File: config.mk
export PLATFORM = sky130hd
export DESIGN_NAME = extent_allocator_best_fit_coalesce
export DESIGN_NICKNAME = d
export VERILOG_FILES = /design/src/sv/eabf_pkg.sv /design/src/sv/eabf_ctrl.sv /design/src/sv/eabf_dp.sv /design/src/sv/extent_allocator_best_fit_coalesce.sv
export SDC_FILE = /design/constraint.sdc
export NUM_CORES = 2
export LEC_CHECK = 0
export ABC_AREA = 1
export BUFFER_PORTS_ARGS = -buffer_cell sky130_fd_sc_hd__buf_2
export CAP_MARGIN = 10
export CELL_PAD_IN_SITES_DETAIL_PLACEMENT = 2
export CELL_PAD_IN_SITES_GLOBAL_PLACEMENT = 2
export CORE_MARGIN = 2
export CORE_UTILIZATION = 38
export DETAILED_ROUTE_END_ITERATION = 10
export PLACE_DENSITY = 0.85
export SETUP_SLACK_MARGIN = 0.2
export SYNTH_ARGS = -nofsm -noshare
export SYNTH_HDL_FRONTEND = slang
export SYNTH_SLANG_ARGS = --single-unit
File: constraint.sdc
create_clock -name i_clk -period 5.91 [get_ports i_clk]
set_input_delay 1.182 -clock i_clk [delete_from_list [all_inputs] [get_ports i_clk]]
set_output_delay 1.182 -clock i_clk [all_outputs]
set_load 0.01 [all_outputs]
File: src/sv/eabf_pkg.sv
package eabf_pkg;

    // Widths fixed by the block's fields
    localparam int INDEX_BITS      = 16;
    localparam int CFG_INDEX_W     = 8;
    localparam int MAX_EXTENTS_DEF = 16;

    typedef logic [INDEX_BITS-1:0]  t_idx;
    typedef logic [CFG_INDEX_W-1:0] t_cfg_index;
    typedef logic [1:0]             t_status;

    // Result codes
    localparam t_status ST_OK    = 2'd0;
    localparam t_status ST_NOFIT = 2'd1;
    localparam t_status ST_ZERO  = 2'd2;
    localparam t_status ST_FULL  = 2'd3;

    // Operation codes
    localparam logic OP_ALLOC = 1'b0;
    localparam logic OP_FREE  = 1'b1;

    // Configuration register indexes
    localparam t_cfg_index CFG_POOL_BASE  = 8'd0;
    localparam t_cfg_index CFG_POOL_COUNT = 8'd1;

    typedef enum logic [2:0] {
        S_IDLE,
        S_SCAN,
        S_DECIDE,
        S_DROP_A,
        S_DROP_B,
        S_PLACE,
        S_INSERT,
        S_FINISH
    } t_state;

    // Commands from the controller to the datapath
    typedef struct packed {
        logic load;
        logic scan;
        logic commit;
        logic drop_a;
        logic drop_b;
        logic place;
        logic insert;
        logic emit;
        logic cfg_wr;
    } t_cmd;

    // Status from the datapath to the controller
    typedef struct packed {
        logic fail;
        logic drop_b_en;
        logic new_zero;
    } t_stat;

endpackage

File: src/sv/eabf_ctrl.sv
module eabf_ctrl #(
    parameter int MAX_EXTENTS = eabf_pkg::MAX_EXTENTS_DEF
) (
    input  logic                           i_clk,
    input  logic                           i_rst_n,
    input  logic                           i_in_valid,
    output logic                           o_in_stall,
    output logic                           o_out_valid,
    input  logic                           i_out_stall,
    input  logic                           i_cfg_valid,
    output logic                           o_cfg_ready,
    input  eabf_pkg::t_stat                i_stat,
    output eabf_pkg::t_cmd                 o_cmd,
    output logic [$clog2(MAX_EXTENTS)-1:0] o_step
);

    localparam int PW = $clog2(MAX_EXTENTS);
    localparam logic [PW-1:0] LAST_STEP = PW'(MAX_EXTENTS - 1);

    eabf_pkg::t_state r_state, n_state;
    logic [PW-1:0]    r_step, n_step;
    logic             r_out_valid, n_out_valid;

    // State, step counter and output valid
    always_ff @(posedge i_clk) begin
        if (!i_rst_n) begin
            r_state     <= eabf_pkg::S_IDLE;
            r_step      <= '0;
            r_out_valid <= 1'b0;
        end else begin
            r_state     <= n_state;
            r_step      <= n_step;
            r_out_valid <= n_out_valid;
        end
    end

    // Next state and commands
    always_comb begin
        n_state = r_state;
        n_step  = r_step;
        o_cmd   = '0;
        o_cmd.cfg_wr = i_cfg_valid && !i_in_valid && (r_state == eabf_pkg::S_IDLE);
        unique case (r_state)
            eabf_pkg::S_IDLE: begin
                if (i_in_valid) begin
                    o_cmd.load = 1'b1;
                    n_step     = '0;
                    n_state    = eabf_pkg::S_SCAN;
                end
            end
            eabf_pkg::S_SCAN: begin
                o_cmd.scan = 1'b1;
                n_step     = r_step + 1'b1;
                if (r_step == LAST_STEP) begin
                    n_step  = '0;
                    n_state = eabf_pkg::S_DECIDE;
                end
            end
            eabf_pkg::S_DECIDE: begin
                o_cmd.commit = 1'b1;
                n_state      = eabf_pkg::S_DROP_A;
            end
            eabf_pkg::S_DROP_A: begin
                o_cmd.drop_a = 1'b1;
                priority if (i_stat.fail) begin
                    n_state = eabf_pkg::S_FINISH;
                end else if (i_stat.drop_b_en) begin
                    n_state = eabf_pkg::S_DROP_B;
                end else if (i_stat.new_zero) begin
                    n_state = eabf_pkg::S_FINISH;
                end else begin
                    n_state = eabf_pkg::S_PLACE;
                end
            end
            eabf_pkg::S_DROP_B: begin
                o_cmd.drop_b = 1'b1;
                n_state      = i_stat.new_zero ? eabf_pkg::S_FINISH : eabf_pkg::S_PLACE;
            end
            eabf_pkg::S_PLACE: begin
                o_cmd.place = 1'b1;
                n_step      = r_step + 1'b1;
                if (r_step == LAST_STEP) begin
                    n_step  = '0;
                    n_state = eabf_pkg::S_INSERT;
                end
            end
            eabf_pkg::S_INSERT: begin
                o_cmd.insert = 1'b1;
                n_state      = eabf_pkg::S_FINISH;
            end
            eabf_pkg::S_FINISH: begin
                if (!r_out_valid || !i_out_stall) begin
                    o_cmd.emit = 1'b1;
                    n_state    = eabf_pkg::S_IDLE;
                end
            end
            default: begin
                n_state = eabf_pkg::S_IDLE;
            end
        endcase
    end

    // Hold the result beat until taken
    always_comb begin
        priority if (o_cmd.emit) begin
            n_out_valid = 1'b1;
        end else if (r_out_valid && !i_out_stall) begin
            n_out_valid = 1'b0;
        end else begin
            n_out_valid = r_out_valid;
        end
    end

    // A request offered in the same cycle goes ahead of a configuration write
    assign o_in_stall  = (r_state != eabf_pkg::S_IDLE);
    assign o_cfg_ready = (r_state == eabf_pkg::S_IDLE) && !i_in_valid;
    assign o_out_valid = r_out_valid;
    assign o_step      = r_step;

`ifndef SYNTH
    a_scan_ends: assert property (@(posedge i_clk) disable iff (!i_rst_n)
        (r_state == eabf_pkg::S_SCAN && r_step == LAST_STEP) |=> r_state == eabf_pkg::S_DECIDE)
        else $error("scan pass did not end in decide");
    a_emit_valid: assert property (@(posedge i_clk) disable iff (!i_rst_n)
        o_cmd.emit |=> r_out_valid)
        else $error("emitted result not presented");
    a_emit_slot_free: assert property (@(posedge i_clk) disable iff (!i_rst_n)
        o_cmd.emit |-> (!r_out_valid || !i_out_stall))
        else $error("result overwritten while stalled");
`endif

endmodule

File: src/sv/eabf_dp.sv
module eabf_dp #(
    parameter int MAX_EXTENTS = eabf_pkg::MAX_EXTENTS_DEF
) (
    input  logic                           i_clk,
    input  logic                           i_rst_n,
    input  eabf_pkg::t_cmd                 i_cmd,
    input  logic [$clog2(MAX_EXTENTS)-1:0] i_step,
    output eabf_pkg::t_stat                o_stat,
    input  logic                           i_opcode,
    input  eabf_pkg::t_idx                 i_run_length,
    input  eabf_pkg::t_idx                 i_run_start,
    input  eabf_pkg::t_cfg_index           i_cfg_index,
    input  eabf_pkg::t_idx                 i_cfg_data,
    output eabf_pkg::t_status              o_status,
    output eabf_pkg::t_idx                 o_granted_start,
    output eabf_pkg::t_idx                 o_free_blocks
);

    localparam int W  = eabf_pkg::INDEX_BITS;
    localparam int PW = $clog2(MAX_EXTENTS);
    localparam int CW = $clog2(MAX_EXTENTS + 1);
    localparam logic [CW-1:0] FULL_CNT = CW'(MAX_EXTENTS);
    localparam logic [W-1:0]  IDX_MAX  = '1;

    // Extent table, ordered by ascending length
    logic [W-1:0]  r_start [MAX_EXTENTS];
    logic [W-1:0]  r_len   [MAX_EXTENTS];
    logic [W-1:0]  n_start [MAX_EXTENTS];
    logic [W-1:0]  n_len   [MAX_EXTENTS];
    logic [CW-1:0] r_cnt, n_cnt;
    logic [W-1:0]  r_total, n_total;
    logic [W-1:0]  r_base, n_base;
    logic [W-1:0]  r_count, n_count;

    // Request
    logic          r_op;
    logic [W-1:0]  r_rlen, r_rstart;

    // Scan findings
    logic          r_fit_found, r_lo_found, r_hi_found;
    logic [PW-1:0] r_fit_idx, r_lo_idx, r_hi_idx;
    logic [W-1:0]  r_fit_s, r_fit_l, r_lo_s, r_lo_l, r_hi_l;

    // Decided action
    logic          r_fail, r_drop_a_en, r_drop_b_en, r_new_zero;
    logic [PW-1:0] r_drop_a_idx, r_drop_b_idx;
    logic [W-1:0]  r_new_s, r_new_l;
    logic [CW-1:0] r_place;
    eabf_pkg::t_status r_res_status;
    logic [W-1:0]  r_res_granted;

    // Output beat
    eabf_pkg::t_status r_out_status;
    logic [W-1:0]  r_out_granted, r_out_free;

    logic          head_valid;
    logic [W:0]    head_end, run_end;
    logic          cfg_hit;
    logic          drop_now;
    logic [PW-1:0] drop_idx;

    logic              c_zero;
    eabf_pkg::t_status c_status;
    logic [W+1:0]      c_sum;
    logic [W-1:0]      c_new_s, c_new_l, c_total, c_granted;
    logic [W:0]        c_total_sum;
    logic              c_both;
    logic [PW-1:0]     c_drop_a_idx, c_drop_b_idx;
    logic              c_drop_a_en;

    assign head_valid = (CW'(i_step) < r_cnt);
    assign head_end   = {1'b0, r_start[0]} + {1'b0, r_len[0]};
    assign run_end    = {1'b0, r_rstart} + {1'b0, r_rlen};

    assign cfg_hit  = i_cmd.cfg_wr && (i_cfg_index == eabf_pkg::CFG_POOL_BASE ||
                                       i_cfg_index == eabf_pkg::CFG_POOL_COUNT);
    assign n_base   = (i_cmd.cfg_wr && i_cfg_index == eabf_pkg::CFG_POOL_BASE)
                      ? i_cfg_data : r_base;
    assign n_count  = (i_cmd.cfg_wr && i_cfg_index == eabf_pkg::CFG_POOL_COUNT)
                      ? i_cfg_data : r_count;
    assign drop_now = (i_cmd.drop_a && r_drop_a_en && !r_fail) ||
                      (i_cmd.drop_b && r_drop_b_en);
    assign drop_idx = i_cmd.drop_a ? r_drop_a_idx : r_drop_b_idx;

    // Decide the outcome from the scan findings
    always_comb begin
        c_zero      = (r_rlen == '0);
        c_both      = r_lo_found && r_hi_found;
        c_sum       = {2'b00, r_rlen} + (r_lo_found ? {2'b00, r_lo_l} : '0)
                      + (r_hi_found ? {2'b00, r_hi_l} : '0);
        c_total_sum = {1'b0, r_total} + {1'b0, r_rlen};
        c_granted   = '0;
        priority if (c_zero) begin
            c_status = eabf_pkg::ST_ZERO;
        end else if (r_op == eabf_pkg::OP_ALLOC) begin
            c_status = r_fit_found ? eabf_pkg::ST_OK : eabf_pkg::ST_NOFIT;
        end else if (!r_lo_found && !r_hi_found && r_cnt == FULL_CNT) begin
            c_status = eabf_pkg::ST_FULL;
        end else begin
            c_status = eabf_pkg::ST_OK;
        end
        if (r_op == eabf_pkg::OP_ALLOC) begin
            c_new_s      = r_fit_s + r_rlen;
            c_new_l      = r_fit_l - r_rlen;
            c_total      = (r_total >= r_rlen) ? (r_total - r_rlen) : '0;
            c_drop_a_idx = r_fit_idx;
            c_drop_b_idx = r_fit_idx;
            c_drop_a_en  = 1'b1;
            if (c_status == eabf_pkg::ST_OK) begin
                c_granted = r_fit_s;
            end
        end else begin
            c_new_s      = r_lo_found ? r_lo_s : r_rstart;
            c_new_l      = (c_sum > {2'b00, IDX_MAX}) ? IDX_MAX : c_sum[W-1:0];
            c_total      = c_total_sum[W] ? IDX_MAX : c_total_sum[W-1:0];
            c_drop_a_en  = r_lo_found || r_hi_found;
            // Remove the later slot first so the earlier index stays put
            if (c_both) begin
                c_drop_a_idx = (r_lo_idx > r_hi_idx) ? r_lo_idx : r_hi_idx;
                c_drop_b_idx = (r_lo_idx > r_hi_idx) ? r_hi_idx : r_lo_idx;
            end else begin
                c_drop_a_idx = r_lo_found ? r_lo_idx : r_hi_idx;
                c_drop_b_idx = r_lo_idx;
            end
        end
    end

    // Table next value: rebuild, rotate, drop or insert
    always_comb begin
        n_start = r_start;
        n_len   = r_len;
        n_cnt   = r_cnt;
        priority if (cfg_hit) begin
            for (int i = 0; i < MAX_EXTENTS; i++) begin
                n_len[i] = '0;
            end
            n_start[0] = n_base;
            n_len[0]   = n_count;
            n_cnt      = (n_count != '0) ? CW'(1) : '0;
        end else if (i_cmd.scan || i_cmd.place) begin
            for (int i = 0; i < MAX_EXTENTS - 1; i++) begin
                n_start[i] = r_start[i+1];
                n_len[i]   = r_len[i+1];
            end
            n_start[MAX_EXTENTS-1] = r_start[0];
            n_len[MAX_EXTENTS-1]   = r_len[0];
        end else if (drop_now) begin
            for (int i = 0; i < MAX_EXTENTS - 1; i++) begin
                if (PW'(i) >= drop_idx) begin
                    n_start[i] = r_start[i+1];
                    n_len[i]   = r_len[i+1];
                end
            end
            n_len[MAX_EXTENTS-1] = '0;
            n_cnt = r_cnt - 1'b1;
        end else if (i_cmd.insert) begin
            for (int i = 1; i < MAX_EXTENTS; i++) begin
                if (CW'(i) > r_place) begin
                    n_start[i] = r_start[i-1];
                    n_len[i]   = r_len[i-1];
                end
            end
            for (int i = 0; i < MAX_EXTENTS; i++) begin
                if (CW'(i) == r_place) begin
                    n_start[i] = r_new_s;
                    n_len[i]   = r_new_l;
                end
            end
            n_cnt = r_cnt + 1'b1;
        end else begin
            n_cnt = r_cnt;
        end
    end

    // Free total
    always_comb begin
        priority if (cfg_hit) begin
            n_total = n_count;
        end else if (i_cmd.commit && c_status == eabf_pkg::ST_OK) begin
            n_total = c_total;
        end else begin
            n_total = r_total;
        end
    end

    // Control-bearing table state
    always_ff @(posedge i_clk) begin
        if (!i_rst_n) begin
            for (int i = 0; i < MAX_EXTENTS; i++) begin
                r_len[i] <= '0;
            end
            r_cnt   <= '0;
            r_total <= '0;
            r_base  <= W'(1);
            r_count <= '0;
        end else begin
            r_len   <= n_len;
            r_cnt   <= n_cnt;
            r_total <= n_total;
            r_base  <= n_base;
            r_count <= n_count;
        end
    end

    // Extent starts
    always_ff @(posedge i_clk) begin
        r_start <= n_start;
    end

    // Request, scan, decision and output beat
    always_ff @(posedge i_clk) begin
        if (!i_rst_n) begin
            r_fit_found  <= 1'b0;
            r_lo_found   <= 1'b0;
            r_hi_found   <= 1'b0;
            r_fail       <= 1'b1;
            r_drop_a_en  <= 1'b0;
            r_drop_b_en  <= 1'b0;
            r_new_zero   <= 1'b1;
            r_place      <= '0;
        end else begin
            if (i_cmd.load) begin
                r_op        <= i_opcode;
                r_rlen      <= i_run_length;
                r_rstart    <= i_run_start;
                r_fit_found <= 1'b0;
                r_lo_found  <= 1'b0;
                r_hi_found  <= 1'b0;
            end
            // Record the first matching slot of each kind
            if (i_cmd.scan && head_valid) begin
                if (!r_fit_found && r_len[0] >= r_rlen) begin
                    r_fit_found <= 1'b1;
                    r_fit_idx   <= i_step;
                    r_fit_s     <= r_start[0];
                    r_fit_l     <= r_len[0];
                end
                if (!r_lo_found && head_end == {1'b0, r_rstart}) begin
                    r_lo_found <= 1'b1;
                    r_lo_idx   <= i_step;
                    r_lo_s     <= r_start[0];
                    r_lo_l     <= r_len[0];
                end
                if (!r_hi_found && {1'b0, r_start[0]} == run_end) begin
                    r_hi_found <= 1'b1;
                    r_hi_idx   <= i_step;
                    r_hi_l     <= r_len[0];
                end
            end
            if (i_cmd.commit) begin
                r_fail        <= (c_status != eabf_pkg::ST_OK);
                r_drop_a_en   <= c_drop_a_en;
                r_drop_b_en   <= c_both && (c_status == eabf_pkg::ST_OK) &&
                                 (r_op == eabf_pkg::OP_FREE);
                r_drop_a_idx  <= c_drop_a_idx;
                r_drop_b_idx  <= c_drop_b_idx;
                r_new_s       <= c_new_s;
                r_new_l       <= c_new_l;
                r_new_zero    <= (c_new_l == '0);
                r_res_status  <= c_status;
                r_res_granted <= c_granted;
                r_place       <= '0;
            end
            // Count live slots shorter than the new extent
            if (i_cmd.place && head_valid && r_len[0] < r_new_l) begin
                r_place <= r_place + 1'b1;
            end
            if (i_cmd.emit) begin
                r_out_status  <= r_res_status;
                r_out_granted <= r_res_granted;
                r_out_free    <= r_total;
            end
        end
    end

    assign o_stat.fail      = r_fail;
    assign o_stat.drop_b_en = r_drop_b_en;
    assign o_stat.new_zero  = r_new_zero;

    assign o_status        = r_out_status;
    assign o_granted_start = r_out_granted;
    assign o_free_blocks   = r_out_free;

`ifndef SYNTH
    a_cnt_bound: assert property (@(posedge i_clk) disable iff (!i_rst_n)
        r_cnt <= FULL_CNT)
        else $error("extent count beyond table size");
    a_insert_room: assert property (@(posedge i_clk) disable iff (!i_rst_n)
        i_cmd.insert |-> r_cnt < FULL_CNT)
        else $error("insert into a full table");
    a_drop_live: assert property (@(posedge i_clk) disable iff (!i_rst_n)
        drop_now |-> (CW'(drop_idx) < r_cnt))
        else $error("drop of an unused slot");
`endif

endmodule

File: src/sv/extent_allocator_best_fit_coalesce.sv
// Best-fit extent allocator with coalescing. One request is taken at a time:
// an allocate returns the start of the smallest free extent that covers the
// run, a free merges the run with its neighbours and puts the union back.
// The extent table is a row of MAX_EXTENTS registers that rotates past one
// compare stage, so each request costs one full scan pass to find the fit or
// the neighbours and, when an extent goes back, a second pass to find its
// sorted place. The result beat is held in an output register. A
// configuration write to the pool base or block count rebuilds the table and
// is taken only while no request is in flight.
module extent_allocator_best_fit_coalesce #(
    parameter int MAX_EXTENTS = eabf_pkg::MAX_EXTENTS_DEF
) (
    input  logic                  i_clk,
    input  logic                  i_rst_n,
    input  logic                  i_in_valid,
    output logic                  o_in_stall,
    input  logic                  i_opcode,
    input  eabf_pkg::t_idx        i_run_length,
    input  eabf_pkg::t_idx        i_run_start,
    output logic                  o_out_valid,
    input  logic                  i_out_stall,
    output eabf_pkg::t_status     o_status,
    output eabf_pkg::t_idx        o_granted_start,
    output eabf_pkg::t_idx        o_free_blocks,
    input  logic                  i_cfg_valid,
    output logic                  o_cfg_ready,
    input  eabf_pkg::t_cfg_index  i_cfg_index,
    input  eabf_pkg::t_idx        i_cfg_data
);

    eabf_pkg::t_cmd                 cmd;
    eabf_pkg::t_stat                stat;
    logic [$clog2(MAX_EXTENTS)-1:0] step;

    eabf_ctrl #(
        .MAX_EXTENTS (MAX_EXTENTS)
    ) u_ctrl (
        .i_clk       (i_clk),
        .i_rst_n     (i_rst_n),
        .i_in_valid  (i_in_valid),
        .o_in_stall  (o_in_stall),
        .o_out_valid (o_out_valid),
        .i_out_stall (i_out_stall),
        .i_cfg_valid (i_cfg_valid),
        .o_cfg_ready (o_cfg_ready),
        .i_stat      (stat),
        .o_cmd       (cmd),
        .o_step      (step)
    );

    eabf_dp #(
        .MAX_EXTENTS (MAX_EXTENTS)
    ) u_dp (
        .i_clk           (i_clk),
        .i_rst_n         (i_rst_n),
        .i_cmd           (cmd),
        .i_step          (step),
        .o_stat          (stat),
        .i_opcode        (i_opcode),
        .i_run_length    (i_run_length),
        .i_run_start     (i_run_start),
        .i_cfg_index     (i_cfg_index),
        .i_cfg_data      (i_cfg_data),
        .o_status        (o_status),
        .o_granted_start (o_granted_start),
        .o_free_blocks   (o_free_blocks)
    );

endmodule

# Word level (Yosys, flattened, before mapping)
# Index checks and enable logic that the tools add are counted.
word_totals:
  regBits: 802
  inputBits: 62
classes:
  n_addsub: 12
  magnitude_cmp: 36
  eq_ne: 48
  mux: 166
  bitwise_logic: 3
  n_reduce_logical: 111
op_table:
  columns: ["cell", "count"]
  rows:
  - ["16-bit 2-to-1 mux", 107]
  - ["256-bit 2-to-1 mux", 6]
  - ["240-bit 2-to-1 mux", 1]
  - ["4-bit nonzero test", 17]
  - ["4-bit AND reduction", 16]
  - ["3-bit AND reduction", 18]
  - ["16-bit by 16-bit adder with 17-bit output", 3]
  - ["3-bit inequality test, second input constant", 14]
  - ["4-bit by 5-bit equality test with 1-bit output, first input constant", 8]
  - ["4-bit by 5-bit > comparator with 1-bit output, first input constant", 8]
  - ["4-bit 2-to-1 mux", 10]
  - ["16-bit >= comparator", 2]
  - ["16-bit zero test", 2]
  - ["16-bit subtractor", 2]
  - ["5-bit 2-to-1 mux", 6]
  - ["4-bit >= comparator, first input constant", 7]
  - ["1-bit 2-to-1 mux", 24]
  - ["3-bit case mux with 8 select lines", 1]
  - ["1-bit logical AND", 22]
  - ["3-bit by 5-bit equality test with 1-bit output, first input constant", 4]
  - ["3-bit by 5-bit > comparator with 1-bit output, first input constant", 4]
  - ["16-bit by 18-bit adder with 18-bit output", 1]
  - ["18-bit adder", 1]
  - ["18-bit by 16-bit > comparator with 1-bit output, second input constant", 1]
  - ["40 further kinds", 91]

# Depth between registers and ports, before layout
logic_depth:
  ltp_word: 10
  mapped_depth: 24
  depth_no_buf: 21

# By module
# From an unflattened synthesis, not the netlist that was laid out.
hier_totals:
  hier_cells: 5865
  hier_area_um2: 45919.0
modules_own_cells:
  columns: ["module", "instances", "cells_each", "area_per_inst_um2", "seq_area_each_um2"]
  rows:
  - ["eabf_dp", 1, 5784, 45391.0, 20629.8]
  - ["eabf_ctrl", 1, 81, 528.0, 160.2]

# Worst setup path before layout
# Ideal clock, no wire load.
synth_timing:
  kind: "input-to-reg"
  from: "input i_rst_n"
  to: "register u_dp.r_drop_a_idx[0] (enable)"
  setup_time_ns: 0.474
  arrival_ns: 4.104
  setup_slack_ns: 1.331
  cell_stages: 4
  n_path_buf: 2
  cell_sequence: "inv_2 buf_1 clkbuf_1 nor2_1"
synth_between:
  elab_chain_cells: 1
synth_rtl:
  columns: ["item", "line_no", "text"]
  rows:
  - ["start, declared", "extent_allocator_best_fit_coalesce.sv:14", "input logic i_rst_n,"]
  - ["2-bit AND reduction (no source line)", null, null]
  - ["end signal, assigned", "eabf_dp.sv:255", "r_drop_a_idx <= c_drop_a_idx;"]
  - ["end, declared", "eabf_dp.sv:46", "logic [PW-1:0] r_drop_a_idx, r_drop_b_idx;"]
# Every way passes these cells.
# A chain may end at the register's enable or synchronous reset.

# Worst setup path in the final report
layout_timing:
  from: "register u_dp.r_lo_found"
  to: "register u_dp.r_new_zero"
layout_between:
  elab_chain_cells: 7
layout_rtl:
  columns: ["item", "line_no", "text"]
  rows:
  - ["start, declared", "eabf_dp.sv:40", "logic r_fit_found, r_lo_found, r_hi_found;"]
  - ["start signal, assigned", "eabf_dp.sv:214", "r_lo_found <= 1'b0;"]
  - ["start signal, assigned", "eabf_dp.sv:227", "r_lo_found <= 1'b0;"]
  - ["start signal, assigned", "eabf_dp.sv:239", "r_lo_found <= 1'b1;"]
  - ["16-bit 2-to-1 mux (*)", "eabf_dp.sv:89", "c_sum = {2'b00, r_rlen} + (r_lo_found ? {2'b00, r_lo_l} : '0)"]
  - ["16-bit by 18-bit adder with 18-bit output (*)", "eabf_dp.sv:89", null]
  - ["18-bit adder (*)", "eabf_dp.sv:90", "+ (r_hi_found ? {2'b00, r_hi_l} : '0);"]
  - ["18-bit by 16-bit > comparator with 1-bit output", "eabf_dp.sv:114", "c_new_l = (c_sum > {2'b00, IDX_MAX}) ? IDX_MAX : c_sum[W-1:0];"]
  - ["16-bit 2-to-1 mux (*)", "eabf_dp.sv:114", null]
  - ["16-bit 2-to-1 mux (*)", "eabf_dp.sv:102", "if (r_op == eabf_pkg::OP_ALLOC) begin"]
  - ["16-bit zero test (*)", "eabf_dp.sv:259", "r_new_zero <= (c_new_l == '0);"]
  - ["end signal, assigned", "eabf_dp.sv:259", null]
  - ["end, declared", "eabf_dp.sv:45", "logic r_fail, r_drop_a_en, r_drop_b_en, r_new_zero;"]
# Every way passes the cells marked *; elsewhere a longest branch is shown, timed or not.

==> qor.csv <==
metric;value;unit
skew;0.0425;ns
relSlewSlack;-0.0170;
ys.flop_type;edfxtp_1;
worst_pin_slew;1.53;ns
top_usage_layer;met2;
cap_viol_max_count;0;
clock-sinks;802;
synthesis.nets;5948;
peakVddDrop;228;uV
p_seq_frac;0.428;
worst_path_most_repeated_cell;nand3_1;
place_area;46700;um2
synth_cell_type_count;57;
critPathArrivalTime;5.37;ns
slowest_delay;0.89;ns
synth_enable_flop_cells;473;
met2_usage;0.569;
grt.total_usage;0.344;
async_flop_share;0;
clock_latency;0.72;ns
grt_pass1_wl;315;mm
netSwitchingPower;5.58;mW
p_int;11.2;mW
period_share;0.801;
grt_start_max_net_pins;245;
yosys_warnings;0;
final_common_cell;nand2_1;
min_path_type;reg2reg;
netlist_instances;5708;
wl_per_cell;29.2;um
leakage;19.8;nW
swShare;0.333;
netlist_area;44900;um2
core_area;118000;um2
crit_buf_inv;2;
boundaryPins;99;
max_freq;211;MHz
cts_buffers;96;
drive_gt1_frac;0.0701;
post_cts_buffers;0;
setup_viol;0;
end_kind;flip-flop;
required;6.54;ns
viasPerCell;6.18;
grt_overflow;0;
synth-seq-area-share;0.463;
ant_nets;0;
worst_path_max_delay_cell;dfxtp_1;
critPathTopFamily;simple AND/OR/NAND/NOR gates;
routed_wl;212;mm
use_met3;0.0590;
combPwrFrac;0.195;
die-area;121000;um2
rows;126;
cts_tree;done;
violations;slew limit;
startpoint_type;flip-flop;
clk_path_buf_depth;3;
grt_pass1_vias;48400;
hpwlAfterDp;135;mm
final_area;49900;um2
slew_viol_final;61;
antenna_found_initial;5;
cts-root-buf;clkbuf_16;
status;finished, violations left;
postSynthAreaPerCell;7.87;um2
use_met1;0.424;
area.growth.synth_to_final;11.1;%
final_cell_mix;nand2_1 (1472), o21ai_0 (885), edfxtp_1 (473);
setup_tns;0;ns
drc;0;
drt_pass1_iterations;5;
place.gp.congestion;0.923;
critPathMaxFanout;19;
clockPowerShare;0.377;
critical_path_class;reg2reg;
cts_hold_buf;0;
ys_ff_latch;802;
clkTransAtPathRegs;0.06;ns
die_w;348;um
worstPathCellList;nand2_1 > inv_1 > fa_1 > ha_1 > fa_1 > nand3_1 > nand3_1 > nand3_1 > nand3_1 > nand2_1 > nand3_1 > o21ai_0 > nand2_1 > inv_1 > nand2_1 > nor2_1 > nand3_1 > nand3_1;
power_density;335;nW/um2
ctsHtreeMaxLevel;3;
hold_viol_final;0;
drtIter0Drc;3988;
reg_top3;u_dp.r_len: 256 flops, u_dp.r_start: 256 flops;
io_buffer_count;98;
rsz0062_at_grt;false;
fp.dieH;348;um
period_minus_slack;4.73;ns
cts_resized;0;
vias;44900;
finalNetCount;5883;
initial_core_util;0.382;
[logic make-up after synthesis]
family | after synthesis | share of synthesized area
xor gates and xnor gates | 61 | 0.0119
buffers and inverters | 849 | 0.0750
and+or+nand+nor | 2097 | 0.188
muxes | 24 | 0.00535
AOI/OAI and AO/OA | 1697 | 0.203
adders and majority gates | 178 | 0.0536
DFF | 802 | 0.463
[power by group through the flow]
stage / registers (mW) / logic, mW / clock network [mW]
finish: 7.16 / 3.27 / 6.31
global placement: 7.17 / 2.87 / 0
floorplan: 7.01 / 2.02 / 0
CTS: 7.13 / 3.21 / 6.36
global route: 7.19 / 3.54 / 6.55
detailed placement: 7.21 / 3.08 / 0
[final cells by class]
cell class / count / area [um2]
fillers: 13200 / 67700
multi-input cells: 4057 / 20900
flip-flops and latches: 802 / 20800
clock buffers: 135 / 2750
well taps: 1536 / 1920
inverters: 507 / 1910
repair buffers: 179 / 1150
clock inverters: 44 / 478
diodes: 2 / 5.00
[worst register-to-register path, cell delays in order, from the launching register on]
cell and delay, ns:
dfxtp_1 0.89, nand2_1 0.16, inv_1 0.16, fa_1 0.47, ha_1 0.25, fa_1 0.51, nand3_1 0.10, nand3_1 0.14
nand3_1 0.11, nand3_1 0.12, nand2_1 0.18, nand3_1 0.47, o21ai_0 0.55, nand2_1 0.12, inv_1 0.09, nand2_1 0.07
nor2_1 0.11, nand3_1 0.08, nand3_1 0.08
[per-stage QoR]
stage | setup slack (ns) | cells | utilization | total power [mW] | hold WS (ns)
after floorplan | 1.33 | 5708 | - | 9.02 | 0.400
after global placement | 1.73 | 7081 | 0.397 | 10.0 | 0.403
after detailed placement | 1.41 | 7081 | 0.397 | 10.3 | 0.411
after CTS | 1.25 | 7260 | 0.424 | 16.7 | 0.425
after global routing | 0.886 | 7260 | 0.424 | 17.3 | 0.433
final | 1.18 | 7262 | 0.424 | 16.7 | 0.424
[cell usage after synthesis (43+ instances only)]
cell type	n	area share
buf_2	81	0.0090
nand3_1	149	0.017
o21ai_0	885	0.099
inv_1	470	0.039
edfxtp_1	473	0.32
a31oi_1	197	0.027
clkbuf_1	233	0.019
dfxtp_1	329	0.15
ha_1	154	0.043
nand4_1	43	0.0060
o21ai_1	43	0.0048
a21oi_1	383	0.043
o22ai_1	87	0.012
nand2_1	1477	0.12
nor2_1	341	0.028
[final timing paths]
check / from / endpoint / slack (ns) / cells after the start
hold / removal: u_dp.r_res_granted[10] / u_dp.o_granted_start[10] / 0.42 / 0
setup / recovery: u_dp.r_lo_found / u_dp.r_new_zero / 1.18 / 18
setup reg to reg: u_dp.r_lo_found / u_dp.r_new_zero / 1.18 / 18
hold reg to reg: u_dp.r_res_granted[10] / u_dp.o_granted_start[10] / 0.42 / 0
[metal layers]
layer / part of all wire / up-vias
li1: - / 19300
met1: 0.40 / 23000
met2: 0.47 / 1881
met3: 0.072 / 661
met4: 0.062 / 4
met5: 0.00010 / -
No activity file was read; power rests on OpenSTA's default activity.
